`config.mk`:
```
export PLATFORM = sky130hd
export DESIGN_NAME = gf2_quadratic_form_eval
export DESIGN_NICKNAME = d
export VERILOG_FILES = /design/src/rtl/qfe_pkg.sv /design/src/rtl/qfe_store.sv /design/src/rtl/qfe_ctrl.sv /design/src/rtl/gf2_quadratic_form_eval.sv
export SDC_FILE = /design/constraint.sdc
export NUM_CORES = 2
export LEC_CHECK = 0
export ABC_AREA = 1
export BUFFER_PORTS_ARGS = -buffer_cell sky130_fd_sc_hd__buf_4
export CAP_MARGIN = 20
export CORE_MARGIN = 2
export CORE_UTILIZATION = 30
export DETAILED_ROUTE_END_ITERATION = 8
export PLACE_DENSITY = 0.45
export SETUP_SLACK_MARGIN = 0.1
export SKIP_CTS_REPAIR_TIMING = 1
export SLEW_MARGIN = 20
export SYNTH_ARGS = -nofsm -noshare
export SYNTH_HDL_FRONTEND = slang
export SYNTH_SLANG_ARGS = --single-unit
```
`constraint.sdc`:
```
create_clock -name i_clk -period 6.4 [get_ports i_clk]
set_input_delay 1.28 -clock i_clk [delete_from_list [all_inputs] [get_ports i_clk]]
set_output_delay 1.28 -clock i_clk [all_outputs]
set_load 0.02 [all_outputs]
```
`src/rtl/qfe_pkg.sv`:
```
// Shared types and constants for the GF(2) quadratic form evaluator.
`timescale 1ns / 1ps
package qfe_pkg;

    localparam int NUM_VARS_W   = 6;   // width of the num_vars register
    localparam int IDX_W        = 5;   // width of a variable index field
    localparam int VAR_W        = 32;  // width of the variable assignment field
    localparam int CMP_W        = 7;   // holds any count or index up to 64
    localparam int DEF_MAX_VARS = 32;
    localparam int NUM_VARS_RST = 32;

    typedef enum logic [1:0] {
        ACT_SET  = 2'd0,
        ACT_FLIP = 2'd1,
        ACT_READ = 2'd2,
        ACT_EVAL = 2'd3
    } t_action;

    // control from the sequencer to the coefficient store
    typedef struct packed {
        logic rd_en;
        logic wr_en;
        logic clear;
    } t_store_ctl;

endpackage

```
`src/rtl/qfe_store.sv`:
```
// Coefficient row memory with per-row valid bits and a registered read port.
`timescale 1ns / 1ps
module qfe_store #(
    parameter int MAX_VARS = qfe_pkg::DEF_MAX_VARS,
    parameter int AW       = 5
) (
    input  logic                i_clk,
    input  logic                i_rst_n,
    input  qfe_pkg::t_store_ctl i_ctl,
    input  logic [AW-1:0]       i_rd_addr,
    input  logic [AW-1:0]       i_wr_addr,
    input  logic [MAX_VARS-1:0] i_wr_data,
    output logic [MAX_VARS-1:0] o_rd_data
);
    import qfe_pkg::*;

    logic [MAX_VARS-1:0] mem_rows [MAX_VARS];
    logic [MAX_VARS-1:0] r_row_vld;
    logic [MAX_VARS-1:0] r_rd_raw;
    logic                r_rd_vld;

    always_ff @(posedge i_clk) begin
        if (i_ctl.wr_en) begin
            mem_rows[i_wr_addr] <= i_wr_data;
        end
        if (i_ctl.rd_en) begin
            r_rd_raw <= mem_rows[i_rd_addr];
        end
    end

    // a row never written since the last clear reads as zero
    always_ff @(posedge i_clk) begin
        if (!i_rst_n || i_ctl.clear) begin
            r_row_vld <= '0;
            r_rd_vld  <= 1'b0;
        end else begin
            if (i_ctl.wr_en) begin
                r_row_vld[i_wr_addr] <= 1'b1;
            end
            if (i_ctl.rd_en) begin
                r_rd_vld <= r_row_vld[i_rd_addr];
            end
        end
    end

    assign o_rd_data = r_rd_vld ? r_rd_raw : '0;

endmodule

```
`src/rtl/qfe_ctrl.sv`:
```
// Sequencer: configuration, term read-modify-write and row-by-row evaluation.
`timescale 1ns / 1ps
module qfe_ctrl #(
    parameter int MAX_VARS = qfe_pkg::DEF_MAX_VARS,
    parameter int AW       = 5,
    parameter int CNT_W    = 6
) (
    input  logic                          i_clk,
    input  logic                          i_rst_n,
    input  logic                          i_cfg_valid,
    input  logic [qfe_pkg::NUM_VARS_W-1:0] i_cfg_data,
    input  logic                          i_in_valid,
    output logic                          o_in_stall,
    input  logic [1:0]                    i_action,
    input  logic                          i_const_sel,
    input  logic [qfe_pkg::IDX_W-1:0]     i_row_index,
    input  logic [qfe_pkg::IDX_W-1:0]     i_col_index,
    input  logic                          i_term_value,
    input  logic [qfe_pkg::VAR_W-1:0]     i_var_bits,
    output logic                          o_out_valid,
    input  logic                          i_out_stall,
    output logic                          o_result_bit,
    output logic                          o_ok,
    output qfe_pkg::t_store_ctl           o_ctl,
    output logic [AW-1:0]                 o_rd_addr,
    output logic [AW-1:0]                 o_wr_addr,
    output logic [MAX_VARS-1:0]           o_wr_data,
    input  logic [MAX_VARS-1:0]           i_rd_data
);
    import qfe_pkg::*;

    localparam int RST_COUNT = (NUM_VARS_RST > MAX_VARS) ? MAX_VARS : NUM_VARS_RST;

    typedef enum logic [2:0] {
        S_IDLE,
        S_TERM_RD,
        S_TERM_WR,
        S_EVAL,
        S_DONE
    } t_state;

    t_state              r_state;
    t_action             r_action;
    logic [AW-1:0]       r_lo;
    logic [AW-1:0]       r_hi;
    logic                r_tv;
    logic [MAX_VARS-1:0] r_x;
    logic [CNT_W-1:0]    r_j;
    logic [AW-1:0]       r_jd;
    logic                r_pend;
    logic                r_acc;
    logic                r_res;
    logic                r_ok;
    logic                r_const;
    logic [CNT_W-1:0]    r_count;
    logic                r_out_valid;
    logic                r_out_res;
    logic                r_out_ok;

    t_action             in_act;
    logic                idx_ok;
    logic [IDX_W-1:0]    in_lo;
    logic [IDX_W-1:0]    in_hi;
    logic [MAX_VARS-1:0] lo_bit;
    logic [MAX_VARS-1:0] row_mask;
    logic                acc_next;
    logic                eval_more;
    logic                out_free;
    logic [CNT_W-1:0]    cfg_count;

    assign in_act  = t_action'(i_action);
    assign idx_ok  = (CMP_W'(i_row_index) < CMP_W'(r_count))
                  && (CMP_W'(i_col_index) < CMP_W'(r_count));
    assign in_lo   = (i_row_index < i_col_index) ? i_row_index : i_col_index;
    assign in_hi   = (i_row_index < i_col_index) ? i_col_index : i_row_index;
    assign lo_bit  = MAX_VARS'(1) << r_lo;
    // bits 0..jd of the row belong to pairs (i, jd) with i <= jd
    assign row_mask  = (MAX_VARS'(2) << r_jd) - MAX_VARS'(1);
    assign acc_next  = r_acc ^ (r_pend & r_x[r_jd] & (^(i_rd_data & r_x & row_mask)));
    assign eval_more = (r_j < r_count);
    assign out_free  = !r_out_valid || !i_out_stall;
    assign cfg_count = (CMP_W'(i_cfg_data) > CMP_W'(MAX_VARS)) ? CNT_W'(MAX_VARS)
                                                               : CNT_W'(i_cfg_data);

    always_comb begin
        o_ctl       = '0;
        o_ctl.clear = i_cfg_valid;
        o_rd_addr   = r_hi;
        o_wr_addr   = r_hi;
        o_wr_data   = i_rd_data ^ lo_bit;
        if (r_action == ACT_SET) begin
            o_wr_data = r_tv ? (i_rd_data | lo_bit) : (i_rd_data & ~lo_bit);
        end
        unique case (r_state)
            S_TERM_RD: begin
                o_ctl.rd_en = 1'b1;
            end
            S_TERM_WR: begin
                o_ctl.wr_en = (r_action == ACT_SET) || (r_action == ACT_FLIP);
            end
            S_EVAL: begin
                o_ctl.rd_en = eval_more;
                o_rd_addr   = r_j[AW-1:0];
            end
            S_IDLE, S_DONE: begin
            end
            default: begin
            end
        endcase
    end

    always_ff @(posedge i_clk) begin
        if (!i_rst_n) begin
            r_state     <= S_IDLE;
            r_const     <= 1'b0;
            r_count     <= CNT_W'(RST_COUNT);
            r_out_valid <= 1'b0;
            r_pend      <= 1'b0;
        end else begin
            // in S_DONE the output register is loaded below instead
            if (r_out_valid && !i_out_stall && (r_state != S_DONE)) begin
                r_out_valid <= 1'b0;
            end
            if (i_cfg_valid) begin
                r_count <= cfg_count;
                r_const <= 1'b0;
            end
            unique case (r_state)
                S_IDLE: begin
                    if (i_in_valid) begin
                        r_action <= in_act;
                        r_lo     <= AW'(in_lo);
                        r_hi     <= AW'(in_hi);
                        r_tv     <= i_term_value;
                        r_x      <= MAX_VARS'(i_var_bits);
                        r_res    <= 1'b0;
                        r_ok     <= 1'b1;
                        if (in_act == ACT_EVAL) begin
                            r_acc   <= r_const;
                            r_j     <= '0;
                            r_pend  <= 1'b0;
                            r_state <= S_EVAL;
                        end else if (i_const_sel) begin
                            unique case (in_act)
                                ACT_SET:  r_const <= i_term_value;
                                ACT_FLIP: r_const <= ~r_const;
                                ACT_READ: r_res   <= r_const;
                                default: begin
                                end
                            endcase
                            r_state <= S_DONE;
                        end else if (!idx_ok) begin
                            r_ok    <= 1'b0;
                            r_state <= S_DONE;
                        end else begin
                            r_state <= S_TERM_RD;
                        end
                    end
                end
                S_TERM_RD: begin
                    r_state <= S_TERM_WR;
                end
                S_TERM_WR: begin
                    if (r_action == ACT_READ) begin
                        r_res <= i_rd_data[r_lo];
                    end
                    r_state <= S_DONE;
                end
                S_EVAL: begin
                    // row j is read here and folded in on the next cycle
                    r_acc  <= acc_next;
                    r_pend <= eval_more;
                    if (eval_more) begin
                        r_jd <= r_j[AW-1:0];
                        r_j  <= r_j + CNT_W'(1);
                    end else if (!r_pend) begin
                        r_res   <= r_acc;
                        r_state <= S_DONE;
                    end
                end
                S_DONE: begin
                    if (out_free) begin
                        r_out_valid <= 1'b1;
                        r_out_res   <= r_res;
                        r_out_ok    <= r_ok;
                        r_state     <= S_IDLE;
                    end
                end
                default: begin
                    r_state <= S_IDLE;
                end
            endcase
        end
    end

    assign o_in_stall   = (r_state != S_IDLE);
    assign o_out_valid  = r_out_valid;
    assign o_result_bit = r_out_res;
    assign o_ok         = r_out_ok;

endmodule

```
`src/rtl/gf2_quadratic_form_eval.sv`:
```
// Top level of the GF(2) quadratic form evaluator.
// Holds one quadratic polynomial over GF(2): a constant coefficient kept in a flip-flop and
// one coefficient row per variable in a single-port-read memory, where bit i of row j is the
// coefficient of xi*xj (i <= j, diagonal = linear term). Items set, flip or read one
// coefficient, or evaluate the polynomial for a variable assignment. One item is in work at a
// time, and the output register lets the next item enter while a result waits. Constant-term
// and out-of-range items go straight to the result, term items read the memory, then
// modify and write back (set and flip only), and evaluate reads rows 0 to count-1, where
// count is num_vars capped at MAX_VARS: the memory read port delivers one row per cycle,
// each row is folded in the cycle after its read, and a last step closes the sum. A result
// held by a stalled output keeps the item behind it from finishing. Reset and a num_vars
// write clear the store at once through per-row valid bits; there is no clearing pass. The
// configuration port is always ready.
`timescale 1ns / 1ps
module gf2_quadratic_form_eval #(
    parameter int MAX_VARS = qfe_pkg::DEF_MAX_VARS
) (
    input  logic                           i_clk,
    input  logic                           i_rst_n,
    input  logic                           i_cfg_valid,
    output logic                           o_cfg_ready,
    input  logic [qfe_pkg::NUM_VARS_W-1:0] i_cfg_data,
    input  logic                           i_in_valid,
    output logic                           o_in_stall,
    input  logic [1:0]                     i_action,
    input  logic                           i_const_sel,
    input  logic [qfe_pkg::IDX_W-1:0]      i_row_index,
    input  logic [qfe_pkg::IDX_W-1:0]      i_col_index,
    input  logic                           i_term_value,
    input  logic [qfe_pkg::VAR_W-1:0]      i_var_bits,
    output logic                           o_out_valid,
    input  logic                           i_out_stall,
    output logic                           o_result_bit,
    output logic                           o_ok
);
    import qfe_pkg::*;

    localparam int AW    = (MAX_VARS > 1) ? $clog2(MAX_VARS) : 1;
    localparam int CNT_W = $clog2(MAX_VARS + 1);

    t_store_ctl          store_ctl;
    logic [AW-1:0]       rd_addr;
    logic [AW-1:0]       wr_addr;
    logic [MAX_VARS-1:0] wr_data;
    logic [MAX_VARS-1:0] rd_data;

    assign o_cfg_ready = 1'b1;

    qfe_ctrl #(
        .MAX_VARS (MAX_VARS),
        .AW       (AW),
        .CNT_W    (CNT_W)
    ) u_ctrl (
        .i_clk        (i_clk),
        .i_rst_n      (i_rst_n),
        .i_cfg_valid  (i_cfg_valid),
        .i_cfg_data   (i_cfg_data),
        .i_in_valid   (i_in_valid),
        .o_in_stall   (o_in_stall),
        .i_action     (i_action),
        .i_const_sel  (i_const_sel),
        .i_row_index  (i_row_index),
        .i_col_index  (i_col_index),
        .i_term_value (i_term_value),
        .i_var_bits   (i_var_bits),
        .o_out_valid  (o_out_valid),
        .i_out_stall  (i_out_stall),
        .o_result_bit (o_result_bit),
        .o_ok         (o_ok),
        .o_ctl        (store_ctl),
        .o_rd_addr    (rd_addr),
        .o_wr_addr    (wr_addr),
        .o_wr_data    (wr_data),
        .i_rd_data    (rd_data)
    );

    qfe_store #(
        .MAX_VARS (MAX_VARS),
        .AW       (AW)
    ) u_store (
        .i_clk     (i_clk),
        .i_rst_n   (i_rst_n),
        .i_ctl     (store_ctl),
        .i_rd_addr (rd_addr),
        .i_wr_addr (wr_addr),
        .i_wr_data (wr_data),
        .o_rd_data (rd_data)
    );

endmodule

```
After elaboration in Yosys (flattened, before gate mapping)
Memories as Yosys holds them, arrays and structs flattened. A register that Yosys moved wholly into a read port is not among the register bits.
Cells that the tools add are included.
- bits in registers: 106
- RAM bits: 1024
- input bits: 57
- word-level logic and storage cells: 143
- memories: 1
- memory list (memory ; words ; width ; rd ports ; clocked after memory_dff ; write ports ; line ; source):
    u_store.mem_rows ; 32 ; 32 ; 1 ; 1 ; 1 ; qfe_store.sv:17 ; logic [MAX_VARS-1:0] mem_rows [MAX_VARS];
- add/sub/neg operators: 2
- $lt $le $gt $ge: 10
- equality and inequality tests: 17
- shifts and indexed selects: 2
- multiplexer cells: 55
- bitwise gates (word level): 11
- reduce and logical (&&, ||, !) cells: 26
- operators with widths (kind ; number):
    32-bit AND ; 3
    32-bit two-way mux ; 3
    32-bit OR ; 2
    32-bit inverter ; 1
    32-bit XOR reduction ; 1
    1-bit by 5-bit left shift with 32-bit output, first input constant ; 1
    2-bit by 5-bit left shift with 32-bit output, first input constant ; 1
    32-bit by 2-bit subtractor with 32-bit output, second input constant ; 1
    32-bit bitwise XOR ; 1
    1-bit two-way mux ; 27
    5-bit by 6-bit < comparator with 1-bit output, second input constant ; 4
    6-bit two-way mux ; 4
    3-bit two-way mux ; 7
    1-bit binary-select mux with 5-bit select ; 3
    5-bit two-way mux ; 3
    3-bit case mux with 5 select lines ; 1
    5-bit by 6-bit < comparator with 1-bit output ; 2
    6-bit case mux with 2 select lines ; 1
    3-bit AND reduction ; 4
    2-bit by 1-bit != test with 1-bit output, second input constant ; 4
    1-bit case mux with 2 select lines ; 4
    4-bit AND reduction ; 2
    6-bit by 1-bit adder with 6-bit output, second input constant ; 1
    2-bit == test, second input constant ; 3
    other kinds (25) ; 39

Depth between registers and ports, before layout
- depth after elaboration: 7
- mapped depth: 29
- gate-level depth less buffers: 28

By module
Synthesis repeated with hierarchy kept, for this count alone.
- cells, all modules: 4491
- area total of the unflattened synthesis: 50146.8 um^2
- by module, submodules not included (module ; times used ; cells an instance ; area each (um^2)):
    qfe_store ; 1 ; 3604 ; 43837.0
    qfe_ctrl ; 1 ; 885 ; 6298.5
    gf2_quadratic_form_eval ; 1 ; 2 ; 11.3

Least setup slack after synthesis
OpenSTA, ideal clock, no wires.
- path type: in2reg
- start point: in i_rst_n
- end point: reg u_ctrl.r_hi[0], in the netlist u_ctrl.o_wr_addr[0] (enable)
- setup time: 506 ps
- arrival: 4717 ps
- required time: 5894 ps
- setup slack: 1177 ps
- cell stages on the path: 3
- cell sequence: inv_1 > clkbuf_1 > nor3_1
- word-level cells in the longest chain between the ends: 1
- ends and longest elaborated chain (what ; line ; source):
    from (decl) ; gf2_quadratic_form_eval.sv:19 ; input logic i_rst_n,
    3-bit AND reduction (no line) ; n/a ;
    to (signal assigned) ; qfe_ctrl.sv:133 ; r_hi <= AW'(in_hi);
    to (decl) ; qfe_ctrl.sv:45 ; logic [AW-1:0] r_hi;
No other way between the ends.
A chain may end at the register's enable or synchronous reset.

Worst setup path in the final report
- start point: reg u_ctrl.r_jd[1]
- end point: reg u_ctrl.r_acc, data pin
- word-level cells in the longest chain between the ends: 7
- elaborated cells on any way between the ends: 10
- those cells by class: add/sub (1); shift (1); mux (3); bitwise (4); reduce/logical (1)
- ends and longest elaborated chain (what ; line ; source):
    from (decl) ; qfe_ctrl.sv:49 ; logic [AW-1:0] r_jd;
    from (signal assigned) ; qfe_ctrl.sv:174 ; r_jd <= r_j[AW-1:0];
    2-bit by 5-bit left shift with 32-bit output ; qfe_ctrl.sv:78 ; assign row_mask = (MAX_VARS'(2) << r_jd) - MAX_VARS'(1);
    32-bit by 2-bit subtractor with 32-bit output ; qfe_ctrl.sv:78 ;
    32-bit AND ; qfe_ctrl.sv:79 ; assign acc_next = r_acc ^ (r_pend & r_x[r_jd] & (^(i_rd_data & r_x & row_mask)));
    32-bit XOR reduction ; qfe_ctrl.sv:79 ;
    1-bit AND (*) ; qfe_ctrl.sv:79 ;
    1-bit bitwise XOR (*) ; qfe_ctrl.sv:79 ;
    1-bit case mux with 2 select lines (*) ; qfe_ctrl.sv:128 ; unique case (r_state)
    to (signal assigned) ; qfe_ctrl.sv:139 ; r_acc <= r_const;
    to (signal assigned) ; qfe_ctrl.sv:171 ; r_acc <= acc_next;
    to (decl) ; qfe_ctrl.sv:51 ; logic r_acc;
Every way passes the cells marked *; elsewhere a longest branch is shown, timed or not. The select of a mux whose other input is x is not followed.

==> results.cfg <==
[floorplanning]
rows = 147
die_x_um = 405
io_pins = 62
die_area_mm2 = 0.164
core_mm2 = 0.160
die_h_um = 405
start_util = 0.301

[global_routing]
grt_max_degree = 182
gr-total-overflow = 0
grtUsageTotal = 0.196
grt_pass1_wl_mm = 233
antenna_found_initial = 2
grt_pass1_vias = 32000

[worst_setup_path]
crit_path_cell_trace = nor2_1 > nand3_1 > ha_1 > nand4_4 > nor2_2 > nand3_1 > nand2_1 > nand2_1 > nand2_1 > nand2_1 > nand3_1 > nand2_1 > nand2_1 > nand2_1 > nand2_1 > nand2_1 > inv_1 > nand2_1 > nand3_1 > nand2_1 > nand2_1
worstSetupStartpointType = register
endpoint_kind = register
crit_path_start = u_ctrl.r_jd[1]
cp.arrival_ns = 4.34
critPathMaxStageDelay_ns = 0.85
crit_type = register to register
crit_required_ns = 6.92
cp_top_family = simple AND/OR/NAND/NOR gates
critPathBufInv = 1
reg2reg_from = u_ctrl.r_jd[1]
cp_max_fo = 13
slowest_stage = nor2_1
path_common_cell = nand2_1

[clock_network]
ctsHtreeMaxLevel = 4
cts_tree = built
clock_sinks = 1162
numCtsBuffers = 134
root_buffer = clkbuf_16
cts.clk_slew.worst_paths_ns = 0.06
clk_path_buf_depth = 3
worstSkewPairLatency_ns = 0.78

[power]
p_per_area_mw_per_mm2 = 305
ir_drop_mv = 0.282
power.total_mw = 17.0
p_leak_nw = 18.7

[place]
port_buffers = 60
routabilityCongestion = 0.827
hpwl_mm = 87.8

[routing]
routedWlPerCell_um = 26.5
vias = 33100
drc_errors = 0
drtAntennaViolNets = 0
drt-vias-per-instance = 5.39
dr.pass1.iters = 5
routed_wl_mm = 163
drtIter0Drc = 3318

[min_path]
worstHoldStart = u_ctrl.r_res
hold_path.class = register to register

[sta]
hold_ws_ns = 0.420
drv_slew = 0
hold_viol_final = 0
period_share = 0.597
timing.fmax_mhz = 262
setup_violations = 0
worst_pin_slew_ns = 1.17
rsz0062_at_grt = false
finalSetupTns_ns = 0
fin_skew_ns = 0.0290
relSlewSlack = 0.219
final.min_clock_period_ns = 3.82

[yosys]
synth_top_family_by_area = compound AO/OA/AOI/OAI gates
yosys_warnings = 0
synth.distinct_cells = 52
synth_fa_ha_area_frac = 0.00494
synthXorXnorAreaFrac = 0.000545
postSynthCellCount = 3910
synth_compound_area_frac = 0.140
synth_mux_area_frac = 0
syn_area_per_cell_um2 = 12.3
netlist_area_mm2 = 0.0482
ys_seq_elements = 1162
ys_async_sr_fraction = 0
synth_flop_cell = edfxtp_1
synth-edff-count = 1117
seq_area_frac_synth = 0.715
syn_nets = 3986
synth-simple-area-share = 0.105

[cells_and_area]
drive_gt1_frac = 0.109
n_fill_cell = 15700
fin_util = 0.349
final_nets = 4024
area_growth_pct = 16.0

[outcome]
outcome = completed

[run]
drv_cap = 0
## path summary, 6_finish.rpt
path / to / slack (ns) / depth (start not counted)
setup / recovery: u_ctrl.r_acc / 2.58 / 21
hold / removal: u_ctrl.o_result_bit / 0.42 / 0
setup reg to reg: u_ctrl.r_acc / 2.58 / 21
hold reg to reg: u_ctrl.o_result_bit / 0.42 / 0
## power breakdown
part	leakage [nW]	switching (mW)	total (mW)	internal [mW]
combinational	5.60	0.890	1.21	0.324
clock	2.04	3.19	7.42	4.23
sequential	11.0	0.0370	8.40	8.36
total	18.7	4.12	17.0	12.9
## layout make-up
class	instances	area, µm²	area share
Antenna cell	1	2.50	0.0000448
Clock buffer	182	3650	0.0653
Clock inverter	64	574	0.0103
Inverter	161	629	0.0113
Multi-Input combinational cell	2328	12500	0.224
Sequential cell	1162	34400	0.616
Tap cell	2086	2610	0.0467
Timing Repair Buffer	161	1440	0.0258
## cells in the final DEF (no fill, tap or decap), types with 38 or more instances in the layout
master / count
dfxtp_1: 44
nand4_1: 44
edfxtp_1: 1117
o221ai_1: 205
a31oi_1: 58
nand3_1: 145
nand2_1: 257
o21ai_0: 574
inv_1: 147
nor2_4: 38
o211ai_1: 48
clkbuf_16: 137
o22ai_1: 68
clkbuf_1: 40
buf_4: 144
nor2_1: 691
## layer usage
metal,vias to the layer above,routed length [µm],track usage
met5,-,0,0
met2,1129,76300,0.317
li1,14800,-,-
met1,17000,72500,0.272
met4,0,4050,0.0564
met3,248,10100,0.0296
## cell usage after synthesis, types with 7 or more instances
master | number | area share
a22oi_1 | 8 | 0.0012
inv_1 | 148 | 0.012
o22ai_1 | 68 | 0.0088
o211ai_1 | 48 | 0.0075
edfxtp_1 | 1117 | 0.70
buf_1 | 8 | 0.00062
nor2_1 | 723 | 0.056
a31oi_1 | 59 | 0.0077
o21ai_1 | 7 | 0.00073
nor3_1 | 14 | 0.0015
o221ai_1 | 205 | 0.037
a211oi_1 | 31 | 0.0048
dfxtp_1 | 45 | 0.019
a21oi_1 | 58 | 0.0060
inv_2 | 10 | 0.00078
nand4_1 | 44 | 0.0057
o21ai_0 | 578 | 0.060
nand2_1 | 257 | 0.020
nand3_1 | 145 | 0.015
clkbuf_1 | 183 | 0.014
ha_1 | 19 | 0.0049
buf_2 | 59 | 0.0061
## registers in the layout, summed over array words and instances (netlist names), 2 cells and up
signal and cells:
u_ctrl.r_x 32, u_store.r_rd_raw 32, u_ctrl.r_state 3, u_ctrl.r_count 6, u_ctrl.r_jd 5, u_ctrl.o_wr_addr 5
u_ctrl.r_lo 5, u_ctrl.r_action 2, u_store.mem_rows 1024, u_store.r_row_vld 32, u_ctrl.r_j 6
## worst reg2reg max path, stage by stage (launching register included)
cell	delay, ns
edfxtp_1	0.57
nor2_1	0.85
nand3_1	0.23
ha_1	0.37
nand4_4	0.22
nor2_2	0.08
nand3_1	0.10
nand2_1	0.05
nand2_1	0.11
nand2_1	0.09
nand2_1	0.08
nand3_1	0.07
nand2_1	0.07
nand2_1	0.06
nand2_1	0.06
nand2_1	0.04
nand2_1	0.21
inv_1	0.07
nand2_1	0.08
nand3_1	0.07
nand2_1	0.07
nand2_1	0.05
## through the flow
stage / cell area [µm²] / instances / setup WS (ns)
after floorplan: 48200 / 3910 / 1.18
after global placement: 51400 / 5891 / 2.60
after detailed placement: 51600 / 5896 / 2.62
after CTS: 55800 / 6142 / 2.64
after global routing: 55900 / 6144 / 2.22
final: 55900 / 6145 / 2.58
## cells by family (layout without fill, tap and decap cells)
family	Yosys count	count (layout)
other	1	2
AO/OA/AOI/OAI	1093	1093
adder cells (fa/ha/maj)	19	19
flip-flops	1162	1162
XOR/XNOR	3	3
AND/OR/NAND/NOR	1212	1212
buffers and inverters	420	568
No activity file was read; power rests on OpenSTA's default activity.
